[src/hw/rtl/abks_pkg.sv]
// constants, types, saturation helpers and the microcode rom of the kalman step
// no dependencies; imported by every module of the block
package abks_pkg;

    localparam int AXES        = 3;
    localparam int AXIS_W      = 2;
    localparam int CFG_W       = 21;
    localparam int CFG_IDX_W   = 2;
    localparam int DATA_W      = 32;
    localparam int ACC_W       = 48;
    localparam int FRAC        = 20;
    localparam int NUM_W       = 33;
    localparam int DEN_W       = 34;
    localparam int DIV_STEPS   = 33;
    localparam int DIV_CNT_W   = $clog2(DIV_STEPS);
    localparam int PC_W        = 5;
    localparam int IN_TDATA_W  = 104;
    localparam int OUT_TDATA_W = 72;

    // register indexes
    localparam logic [CFG_IDX_W-1:0] CFG_Q_ACCEL = 2'd0;
    localparam logic [CFG_IDX_W-1:0] CFG_Q_BIAS  = 2'd1;
    localparam logic [CFG_IDX_W-1:0] CFG_R_MEAS  = 2'd2;

    localparam logic [CFG_W-1:0] Q_ACCEL_RST = 21'd1049;
    localparam logic [CFG_W-1:0] Q_BIAS_RST  = 21'd10;
    localparam logic [CFG_W-1:0] R_MEAS_RST  = 21'd10486;

    localparam logic signed [DATA_W-1:0] ONE_Q    = 32'sd1048576;
    localparam logic signed [DATA_W-1:0] DATA_MAX = 32'sh7FFF_FFFF;
    localparam logic signed [DATA_W-1:0] DATA_MIN = 32'sh8000_0000;
    localparam logic signed [ACC_W-1:0]  SAT_HI   = 48'sh0000_7FFF_FFFF;
    localparam logic signed [ACC_W-1:0]  SAT_LO   = 48'shFFFF_8000_0000;

    // datapath operations
    localparam logic [2:0] DP_NOP   = 3'd0;
    localparam logic [2:0] DP_PRED  = 3'd1;
    localparam logic [2:0] DP_SUM   = 3'd2;
    localparam logic [2:0] DP_DINIT = 3'd3;
    localparam logic [2:0] DP_DSTEP = 3'd4;
    localparam logic [2:0] DP_DEND  = 3'd5;

    // gain / numerator row select
    localparam logic GAIN_A = 1'b0;
    localparam logic GAIN_B = 1'b1;

    // operand sources
    localparam logic [2:0] SRC_A   = 3'd0;
    localparam logic [2:0] SRC_B   = 3'd1;
    localparam logic [2:0] SRC_Y   = 3'd2;
    localparam logic [2:0] SRC_P00 = 3'd3;
    localparam logic [2:0] SRC_P01 = 3'd4;
    localparam logic [2:0] SRC_P10 = 3'd5;
    localparam logic [2:0] SRC_P11 = 3'd6;

    // accumulator operations
    localparam logic [1:0] ACC_NOP  = 2'd0;
    localparam logic [1:0] ACC_ADDB = 2'd1;
    localparam logic [1:0] ACC_SUBB = 2'd2;
    localparam logic [1:0] ACC_SUB  = 2'd3;

    // saturated write-back targets
    localparam logic [2:0] WR_NONE  = 3'd0;
    localparam logic [2:0] WR_ACCEL = 3'd1;
    localparam logic [2:0] WR_BIAS  = 3'd2;
    localparam logic [2:0] WR_AA    = 3'd3;
    localparam logic [2:0] WR_AB    = 3'd4;
    localparam logic [2:0] WR_BA    = 3'd5;
    localparam logic [2:0] WR_BB    = 3'd6;

    // sequencing
    localparam logic [1:0] JMP_NEXT = 2'd0;
    localparam logic [1:0] JMP_LOOP = 2'd1;
    localparam logic [1:0] JMP_END  = 2'd2;

    typedef struct packed {
        logic [2:0]      dp_op;
        logic            sel;
        logic            mul_en;
        logic            mul_k;
        logic [2:0]      mul_b;
        logic [1:0]      acc_op;
        logic [2:0]      acc_base;
        logic [2:0]      wr;
        logic [1:0]      jmp;
        logic [PC_W-1:0] tgt;
    } t_uword;

    typedef struct packed {
        logic init;
        logic step;
    } t_div_ctl;

    function automatic logic signed [DATA_W-1:0] sat32(input logic signed [ACC_W-1:0] x);
        logic signed [DATA_W-1:0] r;
        if (x > SAT_HI) begin
            r = DATA_MAX;
        end else if (x < SAT_LO) begin
            r = DATA_MIN;
        end else begin
            r = x[DATA_W-1:0];
        end
        return r;
    endfunction

    function automatic logic signed [ACC_W-1:0] sx32(input logic signed [DATA_W-1:0] x);
        return {{(ACC_W-DATA_W){x[DATA_W-1]}}, x};
    endfunction

    function automatic logic signed [ACC_W-1:0] zx_cfg(input logic [CFG_W-1:0] x);
        return {{(ACC_W-CFG_W){1'b0}}, x};
    endfunction

    function automatic t_uword mk(
        input logic [2:0]      dp_op,
        input logic            sel,
        input logic            mul_en,
        input logic            mul_k,
        input logic [2:0]      mul_b,
        input logic [1:0]      acc_op,
        input logic [2:0]      acc_base,
        input logic [2:0]      wr,
        input logic [1:0]      jmp,
        input logic [PC_W-1:0] tgt
    );
        t_uword w;
        w.dp_op    = dp_op;
        w.sel      = sel;
        w.mul_en   = mul_en;
        w.mul_k    = mul_k;
        w.mul_b    = mul_b;
        w.acc_op   = acc_op;
        w.acc_base = acc_base;
        w.wr       = wr;
        w.jmp      = jmp;
        w.tgt      = tgt;
        return w;
    endfunction

    // one control word per step; products land one step after they are issued
    function automatic t_uword abks_ucode(input logic [PC_W-1:0] pc);
        t_uword w;
        unique case (pc)
            5'd0:  w = mk(DP_PRED,  GAIN_A, 1'b0, GAIN_A, SRC_A,   ACC_NOP,  SRC_A,
                          WR_NONE,  JMP_NEXT, 5'd0);
            5'd1:  w = mk(DP_SUM,   GAIN_A, 1'b0, GAIN_A, SRC_A,   ACC_NOP,  SRC_A,
                          WR_NONE,  JMP_NEXT, 5'd0);
            5'd2:  w = mk(DP_DINIT, GAIN_A, 1'b0, GAIN_A, SRC_A,   ACC_NOP,  SRC_A,
                          WR_NONE,  JMP_NEXT, 5'd0);
            5'd3:  w = mk(DP_DSTEP, GAIN_A, 1'b0, GAIN_A, SRC_A,   ACC_NOP,  SRC_A,
                          WR_NONE,  JMP_LOOP, 5'd3);
            5'd4:  w = mk(DP_DEND,  GAIN_A, 1'b0, GAIN_A, SRC_A,   ACC_NOP,  SRC_A,
                          WR_NONE,  JMP_NEXT, 5'd0);
            5'd5:  w = mk(DP_DINIT, GAIN_B, 1'b0, GAIN_A, SRC_A,   ACC_NOP,  SRC_A,
                          WR_NONE,  JMP_NEXT, 5'd0);
            5'd6:  w = mk(DP_DSTEP, GAIN_B, 1'b0, GAIN_A, SRC_A,   ACC_NOP,  SRC_A,
                          WR_NONE,  JMP_LOOP, 5'd6);
            5'd7:  w = mk(DP_DEND,  GAIN_B, 1'b0, GAIN_A, SRC_A,   ACC_NOP,  SRC_A,
                          WR_NONE,  JMP_NEXT, 5'd0);
            5'd8:  w = mk(DP_NOP,   GAIN_A, 1'b1, GAIN_A, SRC_Y,   ACC_NOP,  SRC_A,
                          WR_NONE,  JMP_NEXT, 5'd0);
            5'd9:  w = mk(DP_NOP,   GAIN_A, 1'b1, GAIN_B, SRC_Y,   ACC_ADDB, SRC_A,
                          WR_NONE,  JMP_NEXT, 5'd0);
            5'd10: w = mk(DP_NOP,   GAIN_A, 1'b1, GAIN_A, SRC_P00, ACC_ADDB, SRC_B,
                          WR_ACCEL, JMP_NEXT, 5'd0);
            5'd11: w = mk(DP_NOP,   GAIN_A, 1'b1, GAIN_A, SRC_P10, ACC_SUBB, SRC_P00,
                          WR_BIAS,  JMP_NEXT, 5'd0);
            5'd12: w = mk(DP_NOP,   GAIN_A, 1'b1, GAIN_A, SRC_P01, ACC_SUB,  SRC_A,
                          WR_NONE,  JMP_NEXT, 5'd0);
            5'd13: w = mk(DP_NOP,   GAIN_A, 1'b1, GAIN_A, SRC_P11, ACC_SUBB, SRC_P01,
                          WR_AA,    JMP_NEXT, 5'd0);
            5'd14: w = mk(DP_NOP,   GAIN_A, 1'b1, GAIN_B, SRC_P00, ACC_SUB,  SRC_A,
                          WR_NONE,  JMP_NEXT, 5'd0);
            5'd15: w = mk(DP_NOP,   GAIN_A, 1'b1, GAIN_B, SRC_P10, ACC_SUBB, SRC_P10,
                          WR_AB,    JMP_NEXT, 5'd0);
            5'd16: w = mk(DP_NOP,   GAIN_A, 1'b1, GAIN_B, SRC_P01, ACC_SUB,  SRC_A,
                          WR_NONE,  JMP_NEXT, 5'd0);
            5'd17: w = mk(DP_NOP,   GAIN_A, 1'b1, GAIN_B, SRC_P11, ACC_SUBB, SRC_P11,
                          WR_BA,    JMP_NEXT, 5'd0);
            5'd18: w = mk(DP_NOP,   GAIN_A, 1'b0, GAIN_A, SRC_A,   ACC_SUB,  SRC_A,
                          WR_NONE,  JMP_NEXT, 5'd0);
            5'd19: w = mk(DP_NOP,   GAIN_A, 1'b0, GAIN_A, SRC_A,   ACC_NOP,  SRC_A,
                          WR_BB,    JMP_END,  5'd0);
            default: w = '0;
        endcase
        return w;
    endfunction

endpackage

[src/hw/rtl/abks_div.sv]
// serial restoring divider: saturated 32-bit quotient of (num * 2^20) / den, truncated
// depends on abks_pkg
module abks_div import abks_pkg::*; (
    input  logic                     i_clk,
    input  logic                     i_rst_n,
    input  t_div_ctl                 i_ctl,
    input  logic signed [NUM_W-1:0]  i_num,
    input  logic [DEN_W-1:0]         i_den,
    output logic                     o_last,
    output logic signed [DATA_W-1:0] o_quot
);

    localparam logic [NUM_W-1:0] Q_POS_LIM = 33'h0_7FFF_FFFF;
    localparam logic [NUM_W-1:0] Q_NEG_LIM = 33'h0_8000_0000;

    logic [DIV_CNT_W-1:0] r_cnt;
    logic [DEN_W:0]       r_rem;
    logic [NUM_W-1:0]     r_nlo;
    logic [NUM_W-1:0]     r_q;
    logic                 r_ovf;
    logic                 r_neg;

    logic [NUM_W-1:0]     w_mag;
    logic [DEN_W:0]       w_top;
    logic [DEN_W:0]       w_trial;
    logic                 w_ge;

    assign w_mag   = i_num[NUM_W-1] ? (~i_num + NUM_W'(1)) : i_num;
    // numerator bits above the quotient window
    assign w_top   = {{(DEN_W+1-(NUM_W-13)){1'b0}}, w_mag[NUM_W-1:13]};
    assign w_trial = {r_rem[DEN_W-1:0], r_nlo[NUM_W-1]};
    assign w_ge    = w_trial >= {1'b0, i_den};
    assign o_last  = r_cnt == DIV_CNT_W'(DIV_STEPS-1);

    always_ff @(posedge i_clk) begin
        if (!i_rst_n) begin
            r_cnt <= '0;
        end else if (i_ctl.init) begin
            r_cnt <= '0;
        end else if (i_ctl.step) begin
            r_cnt <= r_cnt + DIV_CNT_W'(1);
        end
    end

    always_ff @(posedge i_clk) begin
        if (i_ctl.init) begin
            r_rem <= w_top;
            r_nlo <= {w_mag[12:0], {FRAC{1'b0}}};
            r_q   <= '0;
            r_ovf <= w_top >= {1'b0, i_den};
            r_neg <= i_num[NUM_W-1];
        end else if (i_ctl.step) begin
            r_rem <= w_ge ? (w_trial - {1'b0, i_den}) : w_trial;
            r_nlo <= {r_nlo[NUM_W-2:0], 1'b0};
            r_q   <= {r_q[NUM_W-2:0], w_ge};
        end
    end

    always_comb begin
        if (r_neg) begin
            if (r_ovf || (r_q > Q_NEG_LIM)) begin
                o_quot = DATA_MIN;
            end else begin
                o_quot = DATA_W'(32'd0 - r_q[DATA_W-1:0]);
            end
        end else begin
            if (r_ovf || (r_q > Q_POS_LIM)) begin
                o_quot = DATA_MAX;
            end else begin
                o_quot = r_q[DATA_W-1:0];
            end
        end
    end

endmodule

[config.mk]
export PLATFORM = sky130hd
export DESIGN_NAME = abks_div
export DESIGN_NICKNAME = d
export VERILOG_FILES = /design/src/hw/rtl/abks_pkg.sv /design/src/hw/rtl/abks_div.sv
export SDC_FILE = /design/constraint.sdc
export NUM_CORES = 1
export LEC_CHECK = 0
export ABC_AREA = 1
export ABC_CLOCK_PERIOD_IN_PS = 3100
export BUFFER_PORTS_ARGS = -buffer_cell sky130_fd_sc_hd__buf_2
export CAP_MARGIN = 20
export CELL_PAD_IN_SITES_DETAIL_PLACEMENT = 0
export CELL_PAD_IN_SITES_GLOBAL_PLACEMENT = 1
export CORE_MARGIN = 2
export CORE_UTILIZATION = 30
export CTS_CLUSTER_DIAMETER = 30
export CTS_CLUSTER_SIZE = 28
export DETAILED_ROUTE_END_ITERATION = 16
export HOLD_SLACK_MARGIN = 0.03
export PLACE_DENSITY_LB_ADDON = 0.1
export SLEW_MARGIN = 20
export SYNTH_ARGS = -nofsm -noshare
export SYNTH_HDL_FRONTEND = slang
export SYNTH_SLANG_ARGS = --single-unit
[constraint.sdc]
create_clock -name i_clk -period 3.1 [get_ports i_clk]
set_clock_uncertainty 0.05 [all_clocks]
set_input_delay 0.62 -clock i_clk [delete_from_list [all_inputs] [get_ports i_clk]]
set_output_delay 0.62 -clock i_clk [all_outputs]
set_load 0.02 [all_outputs]
==> results.toml <==
[finish]
n_antenna_cell = 0
nets = 1708
fin_cells = 1966
syn_to_final_growth_pct = 22.49
drive_gt1_frac = 0.1745
multiInputGateArea_um2 = 5883
seq_area_um2 = 2127
fill_cells = 3280

[route]
drc = 0
viasPerCell = 4.757
wl_per_cell_um = 15.39
drtPass1Iterations = 5
drtIter0Drc = 624
antenna_left = 0
finalWirelength_um = 30250
vias = 9353

[synth]
synth_compound_area_frac = 0.1401
synthesis.nets = 1554
synthArstFlopShare = 0
synth_edf_count = 35
synth_area_um2 = 8812
ys_seq_area_frac = 0.2397
yosysMostFrequentCell = "nand2_1"
synthAdderAreaFrac = 0.08604
netlist.area_leader.share = 0.1670
syn_area_per_cell_um2 = 6.193
yosys_warnings = 0
synthFlopType = "dfxtp_1"
yosysUniqueCellTypes = 47
synth_common_cells = "nand2_1, inv_1, nor2_1, o21ai_0, nand3_1"
synthTopCellsByArea = "nand2_1, dfxtp_1, edfxtp_1"
synth_cells = 1423
yosys.area.top_type = "nand2_1"
yosys.area_share.xor_xnor = 0.06560
synthSimpleGateAreaFrac = 0.3508
ys_seq_elements = 88
synth_top_family_by_area = "simple AND/OR/NAND/NOR gates"
muxShareOfSynthArea = 0

[timing]
setup_slack_ns = 0.09800
fmax_mhz = 333.1
slew_headroom = 0.4329
tns_ns = 0
whs_ns = 0.4329
setup_viol = 0
finalCritPeriodShare = 0.9684
fin_crit_ns = 3.002
drv_slew = 0
hold_viol = 0
worst_pin_slew_ns = 0.8507

[worst_setup_path]
crit_type = "register to primary output"
cpLargestDelayFamily = "simple AND/OR/NAND/NOR gates"
r2r_cells = 12
cp-start-kind = "register"
cpMostUsedCell = "o21ai_1"
critPathBufInv = 2
slowest_delay_ns = 0.37
r2r-end = "r_rem[16]"
crit_path_cell_trace = "inv_4 -> ha_4 -> nand3_4 -> nor3_4 -> nand3_2 -> nor2_4 -> nand4_1 -> o21ai_1 -> nand2_2 -> o21ai_1 -> buf_4"
crit_slowest_cell = "dfxtp_4"
rr_startpoint = "r_nlo[32]"
crit_required_ns = 2.43
worstPathArrival_ns = 2.33
path_max_fanout = 5
path_depth = 11
r2r_slack_ns = 0.43
cp-end-kind = "primary output"

[run]
drv_cap = 0

[worst_hold_path]
worstHoldStart = "r_rem[20]"
hold_depth = 2
hold_class = "register to register"
hold_path_end = "r_rem[20]"

[clocking]
cts_tree = "yes"
cts_buffer_depth = 2
cts.sinks = 88
clkLatencyLatePin_ns = 0.36
cts_buffers = 9
hold_buffers = 0
root_buffer = "clkbuf_16"
htree_levels = 3
clk_pin_slew_worst_paths_ns = 0.07

[power]
p_int_uw = 2333
power_frac_seq = 0.360
p_per_area_nw_per_um2 = 335.2
p_comb_frac = 0.323
p_clk_frac = 0.317
vdd_drop_max_mv = 0.2487
power.total_uw = 3618
p_switching_uw = 1286
switching_share = 0.3553
leakagePower_uw = 0.005503

[die]
coreArea_um2 = 28780
die-area_um2 = 30760
die_h_um = 175.4
initial_core_util = 0.3062
core.rowCount = 62
die_x_um = 175.4
num_io_pins = 104

[global_route]
grt_max_degree = 66
antenna_found_initial = 0
grt_util_all_layers = 0.1989
grt_pass1_vias = 8933
grt_first_pass_wirelength_um = 48510
overflow = 0

[place]
post-place-ws_ns = -0.2298
dpl.hpwl_um = 24690
placedCellCount = 1942
place.gp.congestion = 0.8561
numPortBuffers = 103

[run_status]
outcome = "finished clean"
[timing repair]
action / 4_1_cts / 5_1_grt
buffers inserted: 0 / 8
gates cloned: 0 / 0
pin swaps: 4 / 17
setup endpoints to repair: 31 / 33
resized for setup: 25 / 60
[logic make-up (layout without fill, tap and decap cells)]
family	Yosys count	after routing
adders and majority gates	60	60
AOI/OAI and AO/OA	225	225
and+or+nand+nor	719	719
DFF	88	88
xor gates and xnor gates	66	66
buffers and inverters	265	424
[worst min-delay path, delay by kind of cell (launching register included)]
kind          cells  cell delay [ns]
flops             1             0.33
simple gates      2             0.11
[how the worst max path moves through the flow]
stage,startpoint,end,slack (ns)
after floorplan,i_num[0],r_ovf,0.13
after global placement,i_num[0],r_ovf,-0.16
after detailed placement,i_num[0],r_ovf,-0.23
after CTS,r_q[1],o_quot[9],-0.001
after global routing,i_num[0],r_ovf,-0.02
final,r_q[0],o_quot[26],0.1
[area by class of cell]
type	count	area share
multi-input cells	1070	0.5450
inverters	227	0.07940
flip-flops and latches	88	0.1971
clock buffers	10	0.02121
repair buffers	181	0.1065
clock inverters	6	0.006259
well taps	384	0.04451
[stage by stage]
step | area [µm²] | utilization
global route | 10790 | 0.3751
floorplan | 8812 | -
global placement | 10160 | 0.3531
detailed placement | 10160 | 0.3531
CTS | 10520 | 0.3654
finish | 10790 | 0.3751
[metal layers]
metal	global-route usage	up-vias	part of all wire
met3	0.02381	13	0.031
li1	-	4922	-
met2	0.3050	176	0.43
met1	0.2983	4242	0.53
met4	0.03889	0	0.0088
met5	0	-	0
[layout by cell type (no fill, tap or decap), types with 18 or more instances in the layout]
master and count:
buf_2 93, ha_1 57, buf_4 85, nand4_1 31
a21oi_1 36, dfxtp_1 45, o21ai_1 51, nand3_1 75
nor3_1 20, edfxtp_1 35, inv_1 217, xor2_1 46
xnor2_1 18, o22ai_1 33, o21ai_0 74, nor2_1 133
nand2_1 389
[power groups by stage]
| stage | combinational (µW) | clock (µW) | sequential [µW] |
|---|---|---|---|
| 6_report | 1170 | 1150 | 1300 |
| 5_1_grt | 1330 | 1230 | 1310 |
| 4_1_cts | 1170 | 1180 | 1300 |
| 3_5_place_dp | 1150 | 0 | 1330 |
| 3_3_place_gp | 1150 | 0 | 1330 |
| 2_1_floorplan | 760 | 0 | 1320 |
[state kept, by name (all words and copies together) (netlist names)]
name / cells
r_rem: 34
r_q: 33
r_nlo: 13
r_cnt: 6
r_neg: 1
r_ovf: 1
Power figures use the tool's default switching activity.
